File: config.mk
export PLATFORM = sky130hd
export DESIGN_NAME = cpor_div
export DESIGN_NICKNAME = d
export VERILOG_FILES = /design/src/sv/cpor_pkg.sv /design/src/sv/cpor_div.sv
export SDC_FILE = /design/constraint.sdc
export NUM_CORES = 2
export LEC_CHECK = 0
export BUFFER_PORTS_ARGS = -buffer_cell sky130_fd_sc_hd__buf_2
export CAP_MARGIN = 30
export CORE_MARGIN = 3
export CORE_UTILIZATION = 30
export CTS_CLUSTER_SIZE = 16
export DETAILED_ROUTE_END_ITERATION = 8
export GPL_ROUTABILITY_DRIVEN = 0
export PLACE_DENSITY_LB_ADDON = 0.1
export SETUP_SLACK_MARGIN = 0.1
export SYNTH_ARGS = -nofsm -noshare
export SYNTH_HDL_FRONTEND = slang
export SYNTH_SLANG_ARGS = --single-unit
File: constraint.sdc
create_clock -name clk -period 4 [get_ports clk]
set_input_delay 0.6 -clock clk [delete_from_list [all_inputs] [get_ports clk]]
set_output_delay 0.6 -clock clk [all_outputs]
set_load 0.005 [all_outputs]
File: src/sv/cpor_pkg.sv
// Package for the circle pair overlap resolver: request and result types,
// widths of the arithmetic units and the small id reduction helpers.
// No dependencies.
package cpor_pkg;

    localparam int POS_W         = 24;
    localparam int ID_W          = 16;
    localparam int RAD_W         = 16;
    localparam int POS_FRAC_BITS = 8;
    localparam logic [RAD_W-1:0] RAD_RESET = 16'd2560;

    // Centres count as apart when d2 * 10^8 exceeds 2^(2*frac bits).
    localparam longint APART_MIN = (64'd1 << (2 * POS_FRAC_BITS)) / 64'd100000000;

    // Square root unit: 50-bit radicand, one root bit per stage.
    localparam int SQ_IN_W   = 50;
    localparam int SQ_OUT_W  = 25;
    localparam int SQ_STAGES = SQ_OUT_W;

    // Divider unit: one quotient bit per stage.
    localparam int DIV_NUM_W  = 44;
    localparam int DIV_DEN_W  = 28;
    localparam int DIV_Q_W    = 28;
    localparam int DIV_STAGES = DIV_Q_W;

    // Pipeline bookkeeping, counted from the decision stage.
    localparam int TAP_MAG = SQ_STAGES + 1;
    localparam int SB_LEN  = SQ_STAGES + 2 + DIV_STAGES + 1;

    typedef enum logic [1:0] {
        KIND_NONE   = 2'd0,
        KIND_NORMAL = 2'd1,
        KIND_PUSH   = 2'd2
    } kind_t;

    typedef struct packed {
        logic signed [POS_W-1:0] first_x;
        logic signed [POS_W-1:0] first_y;
        logic signed [POS_W-1:0] second_x;
        logic signed [POS_W-1:0] second_y;
        logic [ID_W-1:0]         first_id;
        logic [ID_W-1:0]         second_id;
    } request_t;

    typedef struct packed {
        logic signed [POS_W-1:0] new_first_x;
        logic signed [POS_W-1:0] new_first_y;
        logic signed [POS_W-1:0] new_second_x;
        logic signed [POS_W-1:0] new_second_y;
        logic [1:0]              resolution_kind;
    } result_t;

    typedef struct packed {
        logic [POS_W-1:0] x1;
        logic [POS_W-1:0] y1;
        logic [POS_W-1:0] x2;
        logic [POS_W-1:0] y2;
        kind_t            kind;
        logic             neg_x;
        logic             neg_y;
        logic [16:0]      mag_x;
        logic [16:0]      mag_y;
    } sideband_t;

    // Since 8 = 1 mod 7, summing 3-bit digits keeps the residue.
    function automatic logic [2:0] mod7(input logic [ID_W-1:0] v);
        logic [5:0] s;
        logic [3:0] t;
        s = 6'(v[2:0]) + 6'(v[5:3]) + 6'(v[8:6]) + 6'(v[11:9]) + 6'(v[14:12])
            + 6'(v[15]);
        t = 4'(s[5:3]) + 4'(s[2:0]);
        if (t >= 4'd7)
        begin
            t = t - 4'd7;
        end
        return t[2:0];
    endfunction

    // Since 16 = 1 mod 5, summing nibbles keeps the residue.
    function automatic logic [2:0] mod5(input logic [ID_W-1:0] v);
        logic [5:0] s;
        logic [4:0] t;
        s = 6'(v[3:0]) + 6'(v[7:4]) + 6'(v[11:8]) + 6'(v[15:12]);
        t = 5'(s[5:4]) + 5'(s[3:0]);
        if (t >= 5'd15)
        begin
            t = t - 5'd15;
        end
        else if (t >= 5'd10)
        begin
            t = t - 5'd10;
        end
        else if (t >= 5'd5)
        begin
            t = t - 5'd5;
        end
        return t[2:0];
    endfunction

    function automatic logic [POS_W-1:0] sat_pos(input logic signed [29:0] v);
        logic [POS_W-1:0] r;
        if (v > 30'sd8388607)
        begin
            r = 24'h7FFFFF;
        end
        else if (v < -30'sd8388608)
        begin
            r = 24'h800000;
        end
        else
        begin
            r = v[POS_W-1:0];
        end
        return r;
    endfunction

endpackage

File: src/sv/cpor_div.sv
// Pipelined restoring divider, floor(numer / denom), one quotient bit per stage.
// Depends on cpor_pkg for the unit widths; the quotient must fit DIV_Q_W bits.
module cpor_div
    import cpor_pkg::*;
(
    input  logic                 clk,
    input  logic [DIV_NUM_W-1:0] numer,
    input  logic [DIV_DEN_W-1:0] denom,
    output logic [DIV_Q_W-1:0]   quot
);

    logic [DIV_DEN_W-1:0] rem_reg [DIV_STAGES];
    logic [DIV_Q_W-1:0]   lq_reg  [DIV_STAGES];
    logic [DIV_DEN_W-1:0] den_reg [DIV_STAGES];
    logic [DIV_DEN_W-1:0] rem_next [DIV_STAGES];
    logic [DIV_Q_W-1:0]   lq_next  [DIV_STAGES];
    logic [DIV_DEN_W-1:0] den_next [DIV_STAGES];

    // Low numerator bits shift out of lq while quotient bits shift in.
    always_comb
    begin
        logic [DIV_DEN_W-1:0] rem_cur;
        logic [DIV_Q_W-1:0]   lq_cur;
        logic [DIV_DEN_W-1:0] den_cur;
        logic [DIV_DEN_W:0]   rem_sh;
        for (int k = 0; k < DIV_STAGES; k++)
        begin
            if (k == 0)
            begin
                rem_cur = DIV_DEN_W'(numer[DIV_NUM_W-1:DIV_Q_W]);
                lq_cur  = numer[DIV_Q_W-1:0];
                den_cur = denom;
            end
            else
            begin
                rem_cur = rem_reg[k-1];
                lq_cur  = lq_reg[k-1];
                den_cur = den_reg[k-1];
            end
            rem_sh = {rem_cur, lq_cur[DIV_Q_W-1]};
            if (rem_sh >= {1'b0, den_cur})
            begin
                rem_next[k] = DIV_DEN_W'(rem_sh - {1'b0, den_cur});
                lq_next[k]  = {lq_cur[DIV_Q_W-2:0], 1'b1};
            end
            else
            begin
                rem_next[k] = rem_sh[DIV_DEN_W-1:0];
                lq_next[k]  = {lq_cur[DIV_Q_W-2:0], 1'b0};
            end
            den_next[k] = den_cur;
        end
    end

    always_ff @(posedge clk)
    begin
        for (int k = 0; k < DIV_STAGES; k++)
        begin
            rem_reg[k] <= rem_next[k];
            lq_reg[k]  <= lq_next[k];
            den_reg[k] <= den_next[k];
        end
    end

    assign quot = lq_reg[DIV_STAGES-1];

endmodule

==> impl_metrics.env <==
export IMPL_status="completed"
export IMPL_dieArea_um2=317000
export IMPL_grt_pass1_vias=65700
export IMPL_finish_utilization_pct=35.6
export IMPL_max_freq_mhz=268
export IMPL_antenna_found_initial=2
export IMPL_pwr_share_clk_pct=27.3
export IMPL_dp_slack_ns=0.148
export IMPL_initial_utilization_pct=30.3
export IMPL_die_h_um=563
export IMPL_p_total_mw=92.3
export IMPL_wl_um=231000
export IMPL_swShare_pct=34.8
export IMPL_crit_fanout=29
export IMPL_multi_input_area_um2=43000
export IMPL_powerDensity_nw_per_um2=843
export IMPL_timing_final_ws_setup_ns=0.263
export IMPL_syn_avg_cell_area_um2=9.89
export IMPL_power_internal_mw=60.2
export IMPL_layoutNonFillerInstCount=14100
export IMPL_crit_required_ns=4.74
export IMPL_synth_seq_cells=2296
export IMPL_p_seq_share_pct=34.0
export IMPL_hpwl_um=178000
export IMPL_dieWidth_um=563
export IMPL_syn_to_final_growth_pct=17.5
export IMPL_final_antenna_net_count=0
export IMPL_synth_area_leaders="dfxtp_1 49%, ha_1 10%, a21oi_1 3.9%, inv_1 3.8%, mux2_2 3.5%"
export IMPL_rows=203
export IMPL_drive_gt1_share_pct=10.4
export IMPL_yosysSeqAreaShare_pct=49.3
export IMPL_synth_main_ff_cell="dfxtp_1"
export IMPL_power_frac_comb_pct=38.7
export IMPL_synthCells=9418
export IMPL_fillCellCount=31000
export IMPL_ys_types=80
export IMPL_async_flop_share_pct=0
export IMPL_numCtsBuffers=271
export IMPL_cts_tree="yes"
export IMPL_fin_nets=10600
export IMPL_cp_end_kind="register"
export IMPL_synth_edf_count=0
export IMPL_power_switching_mw=32.2
export IMPL_r2r_setup_slack_ns=0.26
export IMPL_core_area_um2=307000
export IMPL_clk_path_buf_depth=4
export IMPL_largest_reg_flops=784
export IMPL_regArea_um2=46000
export IMPL_wl_per_cell_um=16.4
export IMPL_relSlewSlack_pct=53.6
export IMPL_grt_pass1_wl_um=363000
export IMPL_path_clk_slew_ns=0.06
export IMPL_cts_htree_levels=5
export IMPL_first_iter_violations=3617
export IMPL_synth_warnings=0
export IMPL_period_share_pct=93.4
export IMPL_hp_class="register to register"
export IMPL_layout_common_cells="2,295 x dfxtp_1, 950 x inv_1, 773 x ha_1"
export IMPL_slew_viol_final=0
export IMPL_worstPathArrival_ns=4.48
export IMPL_power_leakage_nw=50.0
export IMPL_port_buffers=100
export IMPL_worst_setup_path_type="register to register"
export IMPL_finalSetupViolCount=0
export IMPL_start_kind="register"
export IMPL_syn_nets=10300
export IMPL_final_common_cell="dfxtp_1"
export IMPL_yosysTopAreaCellShare_pct=49.3
export IMPL_hold_violations=0
export IMPL_cts_root_buf="clkbuf_16"
export IMPL_peakVddDrop_mv=0.388
export IMPL_grtUsageTotal_pct=14.2
export IMPL_tns_ns=0
export IMPL_routed_via_density=4.60
export IMPL_grt_max_degree=52
export IMPL_period_needed_ns=3.74
export IMPL_drcViolationCount=0
export IMPL_numPlacedInstances=13500
export IMPL_clk_latency_ns=0.85
export IMPL_skew_ns=0.0410
export IMPL_yosysTopAreaCell="dfxtp_1"
export IMPL_io_pins=101
export IMPL_clock_sinks=2296
export IMPL_rsz0062_at_grt="true"
export IMPL_syn_area_um2=93200
export IMPL_drv_cap=0
export IMPL_vias=64800
export IMPL_overflow=0
export IMPL_tightest_slew_ns=0.693
export IMPL_drt_pre_antenna_iters=8
-- Yosys cell counts, drive strengths merged, types with 127 or more instances --
master	number
a21o	376
a21oi	732
clkbuf	151
dfxtp	2296
ha	773
inv	950
mux2	303
nand2	538
nand3	149
nand4	127
nor2	564
o21ai	539
xnor2	359
xor2	256
-- layout make-up --
type | instances | share of cell area (%)
flip-flops and latches | 2296 | 42.0
clock buffers | 359 | 7.01
inverters | 950 | 3.26
repair buffers | 290 | 2.28
multi-input cells | 5965 | 39.3
well taps | 4100 | 4.69
clock inverters | 129 | 1.47
diodes | 2 | 0.00457
-- critical path, cell delays in order, from the launching register on --
cell and delay (ns):
dfxtp_1 0.39, inv_1 0.06, ha_1 0.30, nor2b_1 0.15, o31a_1 0.29, nor3_2 0.23
o21ai_1 0.18, a41o_1 0.32, a2111o_1 0.42, a31o_2 0.25, a41oi_1 0.27, o21a_2 0.25
buf_12 0.17, mux2_2 0.34
-- power by group through the flow --
stage	registers (mW)	clock network [mW]	logic [mW]
5_1_grt	32.0	27.2	40.2
6_report	31.4	25.2	35.7
4_1_cts	31.6	26.4	35.5
3_3_place_gp	32.2	0	35.0
3_5_place_dp	32.1	0	35.1
2_1_floorplan	30.1	0	27.2
-- path summary, 6_finish.rpt --
path	startpoint	end	depth (start not counted)
setup / recovery	den_reg[0][1]	rem_reg[0][35]	13
hold reg to reg	lq_reg[0][148]	lq_reg[0][177]	0
hold / removal	lq_reg[0][148]	lq_reg[0][177]	0
setup reg to reg	den_reg[0][1]	rem_reg[0][35]	13
-- cell families (layout without fill, tap and decap cells) --
kind of cell             after synthesis  count (layout)  share of synthesized area [%]
AO/OA/AOI/OAI                       2282            2283                           15.3
XOR/XNOR                             615             615                           5.78
adder cells (fa/ha/maj)              800             800                           11.0
buffers and inverters               1158            1728                           4.82
flip-flops                          2296            2296                           49.3
multiplexers                         330             330                           3.95
other                                  0               2                              0
AND/OR/NAND/NOR                     1937            1937                           9.85
-- stage by stage --
step / hold WS (ns) / cell area (µm²)
floorplan: 0.310 / 93200
global placement: 0.310 / 99100
detailed placement: 0.312 / 99100
CTS: 0.271 / 109000
global route: 0.309 / 109000
finish: 0.302 / 109000
-- repair_timing --
item | 4_1_cts | 5_1_grt
setup endpoints to repair | 0 | 235
hold buffers | 72 | 0
gates resized for setup | 0 | 31
buffers inserted | 0 | 9
hold endpoints to repair | 72 | 0
-- layer usage --
layer | part of all wire, % | up-vias | GRT usage, %
li1 | - | 33100 | -
met1 | 44 | 30200 | 17.5
met2 | 49 | 1054 | 25.3
met3 | 3.5 | 419 | 1.83
met4 | 3.2 | 0 | 4.84
met5 | 0 | - | 0
Power figures use the tool's default switching activity.
