--- src/sv/cpor_pkg.sv ---
// Package for the circle pair overlap resolver: request and result types,
// widths of the arithmetic units and the small id reduction helpers.
// No dependencies.
package cpor_pkg;

    localparam int POS_W         = 24;
    localparam int ID_W          = 16;
    localparam int RAD_W         = 16;
    localparam int POS_FRAC_BITS = 8;
    localparam logic [RAD_W-1:0] RAD_RESET = 16'd2560;

    // Centres count as apart when d2 * 10^8 exceeds 2^(2*frac bits).
    localparam longint APART_MIN = (64'd1 << (2 * POS_FRAC_BITS)) / 64'd100000000;

    // Square root unit: 50-bit radicand, one root bit per stage.
    localparam int SQ_IN_W   = 50;
    localparam int SQ_OUT_W  = 25;
    localparam int SQ_STAGES = SQ_OUT_W;

    // Divider unit: one quotient bit per stage.
    localparam int DIV_NUM_W  = 44;
    localparam int DIV_DEN_W  = 28;
    localparam int DIV_Q_W    = 28;
    localparam int DIV_STAGES = DIV_Q_W;

    // Pipeline bookkeeping, counted from the decision stage.
    localparam int TAP_MAG = SQ_STAGES + 1;
    localparam int SB_LEN  = SQ_STAGES + 2 + DIV_STAGES + 1;

    typedef enum logic [1:0] {
        KIND_NONE   = 2'd0,
        KIND_NORMAL = 2'd1,
        KIND_PUSH   = 2'd2
    } kind_t;

    typedef struct packed {
        logic signed [POS_W-1:0] first_x;
        logic signed [POS_W-1:0] first_y;
        logic signed [POS_W-1:0] second_x;
        logic signed [POS_W-1:0] second_y;
        logic [ID_W-1:0]         first_id;
        logic [ID_W-1:0]         second_id;
    } request_t;

    typedef struct packed {
        logic signed [POS_W-1:0] new_first_x;
        logic signed [POS_W-1:0] new_first_y;
        logic signed [POS_W-1:0] new_second_x;
        logic signed [POS_W-1:0] new_second_y;
        logic [1:0]              resolution_kind;
    } result_t;

    typedef struct packed {
        logic [POS_W-1:0] x1;
        logic [POS_W-1:0] y1;
        logic [POS_W-1:0] x2;
        logic [POS_W-1:0] y2;
        kind_t            kind;
        logic             neg_x;
        logic             neg_y;
        logic [16:0]      mag_x;
        logic [16:0]      mag_y;
    } sideband_t;

    // Since 8 = 1 mod 7, summing 3-bit digits keeps the residue.
    function automatic logic [2:0] mod7(input logic [ID_W-1:0] v);
        logic [5:0] s;
        logic [3:0] t;
        s = 6'(v[2:0]) + 6'(v[5:3]) + 6'(v[8:6]) + 6'(v[11:9]) + 6'(v[14:12])
            + 6'(v[15]);
        t = 4'(s[5:3]) + 4'(s[2:0]);
        if (t >= 4'd7)
        begin
            t = t - 4'd7;
        end
        return t[2:0];
    endfunction

    // Since 16 = 1 mod 5, summing nibbles keeps the residue.
    function automatic logic [2:0] mod5(input logic [ID_W-1:0] v);
        logic [5:0] s;
        logic [4:0] t;
        s = 6'(v[3:0]) + 6'(v[7:4]) + 6'(v[11:8]) + 6'(v[15:12]);
        t = 5'(s[5:4]) + 5'(s[3:0]);
        if (t >= 5'd15)
        begin
            t = t - 5'd15;
        end
        else if (t >= 5'd10)
        begin
            t = t - 5'd10;
        end
        else if (t >= 5'd5)
        begin
            t = t - 5'd5;
        end
        return t[2:0];
    endfunction

    function automatic logic [POS_W-1:0] sat_pos(input logic signed [29:0] v);
        logic [POS_W-1:0] r;
        if (v > 30'sd8388607)
        begin
            r = 24'h7FFFFF;
        end
        else if (v < -30'sd8388608)
        begin
            r = 24'h800000;
        end
        else
        begin
            r = v[POS_W-1:0];
        end
        return r;
    endfunction

endpackage

--- src/sv/cpor_sqrt.sv ---
// Pipelined integer square root, floor(sqrt(radicand)), one root bit per stage.
// Depends on cpor_pkg for the unit widths.
module cpor_sqrt
    import cpor_pkg::*;
(
    input  logic                clk,
    input  logic [SQ_IN_W-1:0]  radicand,
    output logic [SQ_OUT_W-1:0] root
);

    logic [SQ_IN_W-1:0]  rad_reg  [SQ_STAGES];
    logic [SQ_OUT_W+1:0] rem_reg  [SQ_STAGES];
    logic [SQ_OUT_W-1:0] root_reg [SQ_STAGES];
    logic [SQ_IN_W-1:0]  rad_next  [SQ_STAGES];
    logic [SQ_OUT_W+1:0] rem_next  [SQ_STAGES];
    logic [SQ_OUT_W-1:0] root_next [SQ_STAGES];

    always_comb
    begin
        logic [SQ_IN_W-1:0]  rad_cur;
        logic [SQ_OUT_W+1:0] rem_cur;
        logic [SQ_OUT_W-1:0] root_cur;
        logic [SQ_OUT_W+3:0] rem_sh;
        logic [SQ_OUT_W+3:0] trial;
        for (int k = 0; k < SQ_STAGES; k++)
        begin
            if (k == 0)
            begin
                rad_cur  = radicand;
                rem_cur  = '0;
                root_cur = '0;
            end
            else
            begin
                rad_cur  = rad_reg[k-1];
                rem_cur  = rem_reg[k-1];
                root_cur = root_reg[k-1];
            end
            rem_sh = {rem_cur, rad_cur[SQ_IN_W-1:SQ_IN_W-2]};
            trial  = {2'b00, root_cur, 2'b01};
            if (rem_sh >= trial)
            begin
                rem_next[k]  = (SQ_OUT_W+2)'(rem_sh - trial);
                root_next[k] = {root_cur[SQ_OUT_W-2:0], 1'b1};
            end
            else
            begin
                rem_next[k]  = rem_sh[SQ_OUT_W+1:0];
                root_next[k] = {root_cur[SQ_OUT_W-2:0], 1'b0};
            end
            rad_next[k] = {rad_cur[SQ_IN_W-3:0], 2'b00};
        end
    end

    always_ff @(posedge clk)
    begin
        for (int k = 0; k < SQ_STAGES; k++)
        begin
            rad_reg[k]  <= rad_next[k];
            rem_reg[k]  <= rem_next[k];
            root_reg[k] <= root_next[k];
        end
    end

    assign root = root_reg[SQ_STAGES-1];

endmodule

--- config.mk ---
export PLATFORM = sky130hd
export DESIGN_NAME = cpor_sqrt
export DESIGN_NICKNAME = d
export VERILOG_FILES = /design/src/sv/cpor_pkg.sv /design/src/sv/cpor_sqrt.sv
export SDC_FILE = /design/constraint.sdc
export NUM_CORES = 2
export LEC_CHECK = 0
export ABC_AREA = 1
export BUFFER_PORTS_ARGS = -buffer_cell sky130_fd_sc_hd__buf_2
export CORE_UTILIZATION = 65
export DETAILED_ROUTE_END_ITERATION = 12
export PLACE_DENSITY = 0.82
export SYNTH_ARGS = -nofsm -noshare
export SYNTH_HDL_FRONTEND = slang
export SYNTH_SLANG_ARGS = --single-unit
--- constraint.sdc ---
create_clock -name clk -period 5.15 [get_ports clk]
set_input_delay 0.515 -clock clk [delete_from_list [all_inputs] [get_ports clk]]
set_output_delay 0.515 -clock clk [all_outputs]
set_load 0.05 [all_outputs]
==> metrics.md <==
| Metric | Value |
|---|---|
| Yosys reg bits | `between 1,500 and 2,000` |
| # fillers | `between 8,000 and 9,000` |
| VDD IR-drop max | `around 0.4 mV` |
| Full die area | `approximately 0.11 mm2` |
| Total Routing Usage GR | `a little over a third` |
| First drt pass iteration count | `8` |
| Largest family of logic cells by synthesized area | `simple AND/OR/NAND/NOR gates` |
| TritonCTS Buffers | `approximately 150` |
| Internal power | `approximately 0.024 W` |
| Seq/Total Area, Yosys | `44.02%` |
| Antenna viol nets, final | `0` |
| Max Clk Rate | `~0.30 GHz` |
| Critical Path Start | `root_reg[1][51]$_DFF_P_` |
| Yosys cell types | `between 40 and 50` |
| First-pass GRT wire length | `just over 300 mm` |
| WL/cell | `between 15 and 20 um` |
| Num rows | `around 120` |
| Cell count after synthesis | `roughly 10,000` |
| Worst path arrival time | `roughly 4 ns` |
| Vias in the first global route | `about 59,000` |
| Slowest cell delay on critical path | `a little over 0.7 ns` |
| Commonest non-fill, non-tap cell in the layout | `nand2_1` |
| Main synth FF type | `dfxtp_1` |
| Cell area after synthesis | `between 0.06 and 0.07 mm2` |
| CTS root buffer | `clkbuf_16` |
| Critical path, cell by cell | `inv_1 > ha_1 > nand2_1 > inv_1 > nand2_1 > nand3_1 > nand2_1 > nand2_1 > nand2_1 > nand2_2 > inv_2 > nand2_1 > o21ai_2` |
| Max reg flops | `611` |
| Share of layout cells above drive strength 1 | `5.185%` |
| Post-synth EDFFs | `0` |
| Largest net degree at the start of global routing | `37` |
| Startpoint Class | `flip-flop` |
| CP Capture Type | `flip-flop` |
| Most frequent CP cell | `nand2_1` |
| Most frequent cells in the layout | `3,565 x nand2_1, 1,780 x inv_1, 1,536 x dfxtp_1` |
| Mux contribution to synthesized area | `0%` |
| Post-CTS sizing | `0` |
| HPWL Detailed | `about 150 mm` |
| RSZ-0062 raised after global routing | `no` |
| CTS H-tree depth | `4` |
| MaxCap Viol Count | `0` |
| Final Cell Area | `~0.077 mm2` |
| Cell Pwr Density | `approximately 480 mW/mm2` |
| Slowest cell on the critical path | `inv_2` |
| HP Start | `rad_reg[1][333]$_DFF_P_` |
| Worst R2R Start | `root_reg[1][51]$_DFF_P_` |
| Power share of the combinational group | `between 20% and 30%` |
| Post-synthesis adder-cell area fraction | `6.306%` |
| Tmin final | `between 3 and 4 ns` |
| Post-CTS Hold Buffers | `51` |
| Post-synthesis compound-gate area fraction | `3.945%` |
| Initial antenna violation count | `5` |
| Synthesized area per cell | `~7 um2` |
| Hold violation count in the final report | `0` |
| CTS clk-pin slew, worst paths | `0.06 ns` |
| Sw Ratio | `between 30% and 40%` |
| Max-slew violations | `0` |
| Initial core utilization | `65.98%` |
| Placed Cells incl. Taps | `~11,000` |
| Simple-gate share of the synthesized area | `32.06%` |
| DR DRC count | `0` |
| Core ar. | `0.1059 mm2` |
| Warnings from Yosys | `0` |
| Routed WL | `197.2 mm` |
| Nets | `between 10,000 and 15,000` |
| # clock sinks | `about 1,500` |
| Post-synth top area share | `between 40% and 50%` |
| Cell Area, Placed | `between 0.07 and 0.08 mm2` |
| IO Pins | `76` |
| Global route total overflow | `0` |
| Die span in x | `around 330 um` |
| Mapped Nets | `10,360` |
| Final setup vio count | `0` |
| Final Power | `between 0.03 and 0.04 W` |
| Crit Path Class | `flip-flop to flip-flop` |
| Finished Layout Cells | `~12,000` |
| Setup_tns | `0 ns` |
| GP Congestion | `1.027` |
| Worst-Margin Slew | `0.8964 ns` |
| Tcrit/Tclk final | `around 65%` |
| Buffers on Ports | `75` |
| Post-CTS Setup Inserts | `0` |
| Clk buf depth | `3` |
| CTS tree | `yes` |
| Via/cell ratio | `5.333` |
| Slew HR | `between 30 and 40%` |
| Status | `complete, no violations` |
| Violation count after the first detailed-route iteration | `about 6,000` |
| Area delta synth->final | `10.59%` |
| Worst Path Required | `5.84 ns` |
| Crit-path max FO | `36` |
| Post-Synth XOR/XNOR Area | `2.984%` |
| Leak pwr | `around 43 nW` |
| Synth area leader | `dfxtp_1` |
| Die Ht | `329.8 um` |
| Vias after detailed routing | `about 62,000` |
| Clock latency on the worst-skew pair | `~0.8 ns` |
| Flop pwr share | `roughly 43%` |
| Synth async-reset ratio | `0%` |
| Clock power frac | `between 30% and 40%` |
| Ranking of synthesized cells by area | `dfxtp_1 44%, nand2_1 19%, inv_1 9.6%` |
| Worst Hold Class | `flip-flop to flip-flop` |
| Clock Skew | `around 0.024 ns` |
| Psw | `about 0.013 W` |
==> critical path: cells and delay by family (launching register included) <==
family | cells | cell delay, ns
compound gates | 1 | 0.13
fa+ha+maj | 1 | 0.39
flops | 1 | 0.61
simple gates | 8 | 1.19
buf+inv | 3 | 0.89
==> area by class of cell <==
class	instances	area, um2	area share [%]
repair buffers	127	893.4	1.157
flip-flops and latches	1536	30750	39.81
well taps	1391	1740	2.253
clock inverters	80	1142	1.479
inverters	1827	6860	8.881
diodes	2	5.005	0.006479
multi-input cells	6509	31640	40.96
clock buffers	200	4213	5.454
==> through the flow <==
stage | utilization [%] | hold WS [ns] | worst slack (ns)
global placement | 67.42 | 0.3095 | 2.103
detailed placement | 67.42 | 0.3121 | 2.098
global route | 72.97 | 0.3242 | 1.698
floorplan | - | 0.3096 | 3.298
CTS | 72.96 | 0.3209 | 2.060
finish | 72.97 | 0.3209 | 1.826
==> synth_stat cells, types with 3 or more instances <==
library cell / instances
nand2_1: 3565
inv_1: 1780
dfxtp_1: 1536
nor2_1: 792
nand3_1: 575
ha_1: 352
a21oi_1: 274
xor2_1: 175
nand4_1: 157
o21ai_0: 116
nand3b_1: 95
nor3_1: 90
xnor2_1: 63
inv_2: 45
a21oi_2: 41
nor2_2: 35
o21ai_1: 34
buf_4: 31
buf_2: 28
or2_2: 28
and2_1: 19
nand2_2: 19
buf_6: 17
and3_1: 12
o21ai_2: 11
nand2_4: 8
nor2_4: 8
nor3b_1: 7
o21bai_1: 7
o211ai_1: 5
a21o_1: 4
clkbuf_1: 3
nor3_2: 3
==> cells by family after synthesis <==
family                   count (synthesis)
AND/OR/NAND/NOR                       5419
buffers and inverters                 1908
flip-flops                            1536
AO/OA/AOI/OAI                          499
adder cells (fa/ha/maj)                352
XOR/XNOR                               238
other                                    1
==> routing by layer <==
metal / vias up / share of wire (%) / track usage (%)
met5: - / 0.0066 / 0
met4: 2 / 5.3 / 18.24
met3: 671 / 7.6 / 5.387
met2: 2698 / 46 / 59.97
met1: 28170 / 41 / 44.53
li1: 30710 / - / -
==> worst paths after layout <==
check	to	slack, ns	depth (start not counted)
hold reg to reg	rad_reg[1][383]$_DFF_P_	0.32	0
hold / removal	rad_reg[1][383]$_DFF_P_	0.32	0
setup / recovery	rem_reg[2][85]$_DFF_P_	1.83	13
setup reg to reg	rem_reg[2][85]$_DFF_P_	1.83	13
==> power groups by stage <==
| stage | Clock (W) | Sequential [W] | Combinational [W] |
|---|---|---|---|
| floorplan | 0 | 0.0151 | 0.00694 |
| global placement | 0 | 0.0161 | 0.00887 |
| detailed placement | 0 | 0.0161 | 0.00906 |
| CTS | 0.0117 | 0.0159 | 0.00922 |
| global route | 0.0123 | 0.0160 | 0.0106 |
| finish | 0.0117 | 0.0159 | 0.00944 |
(Power assumes the default switching activity.)
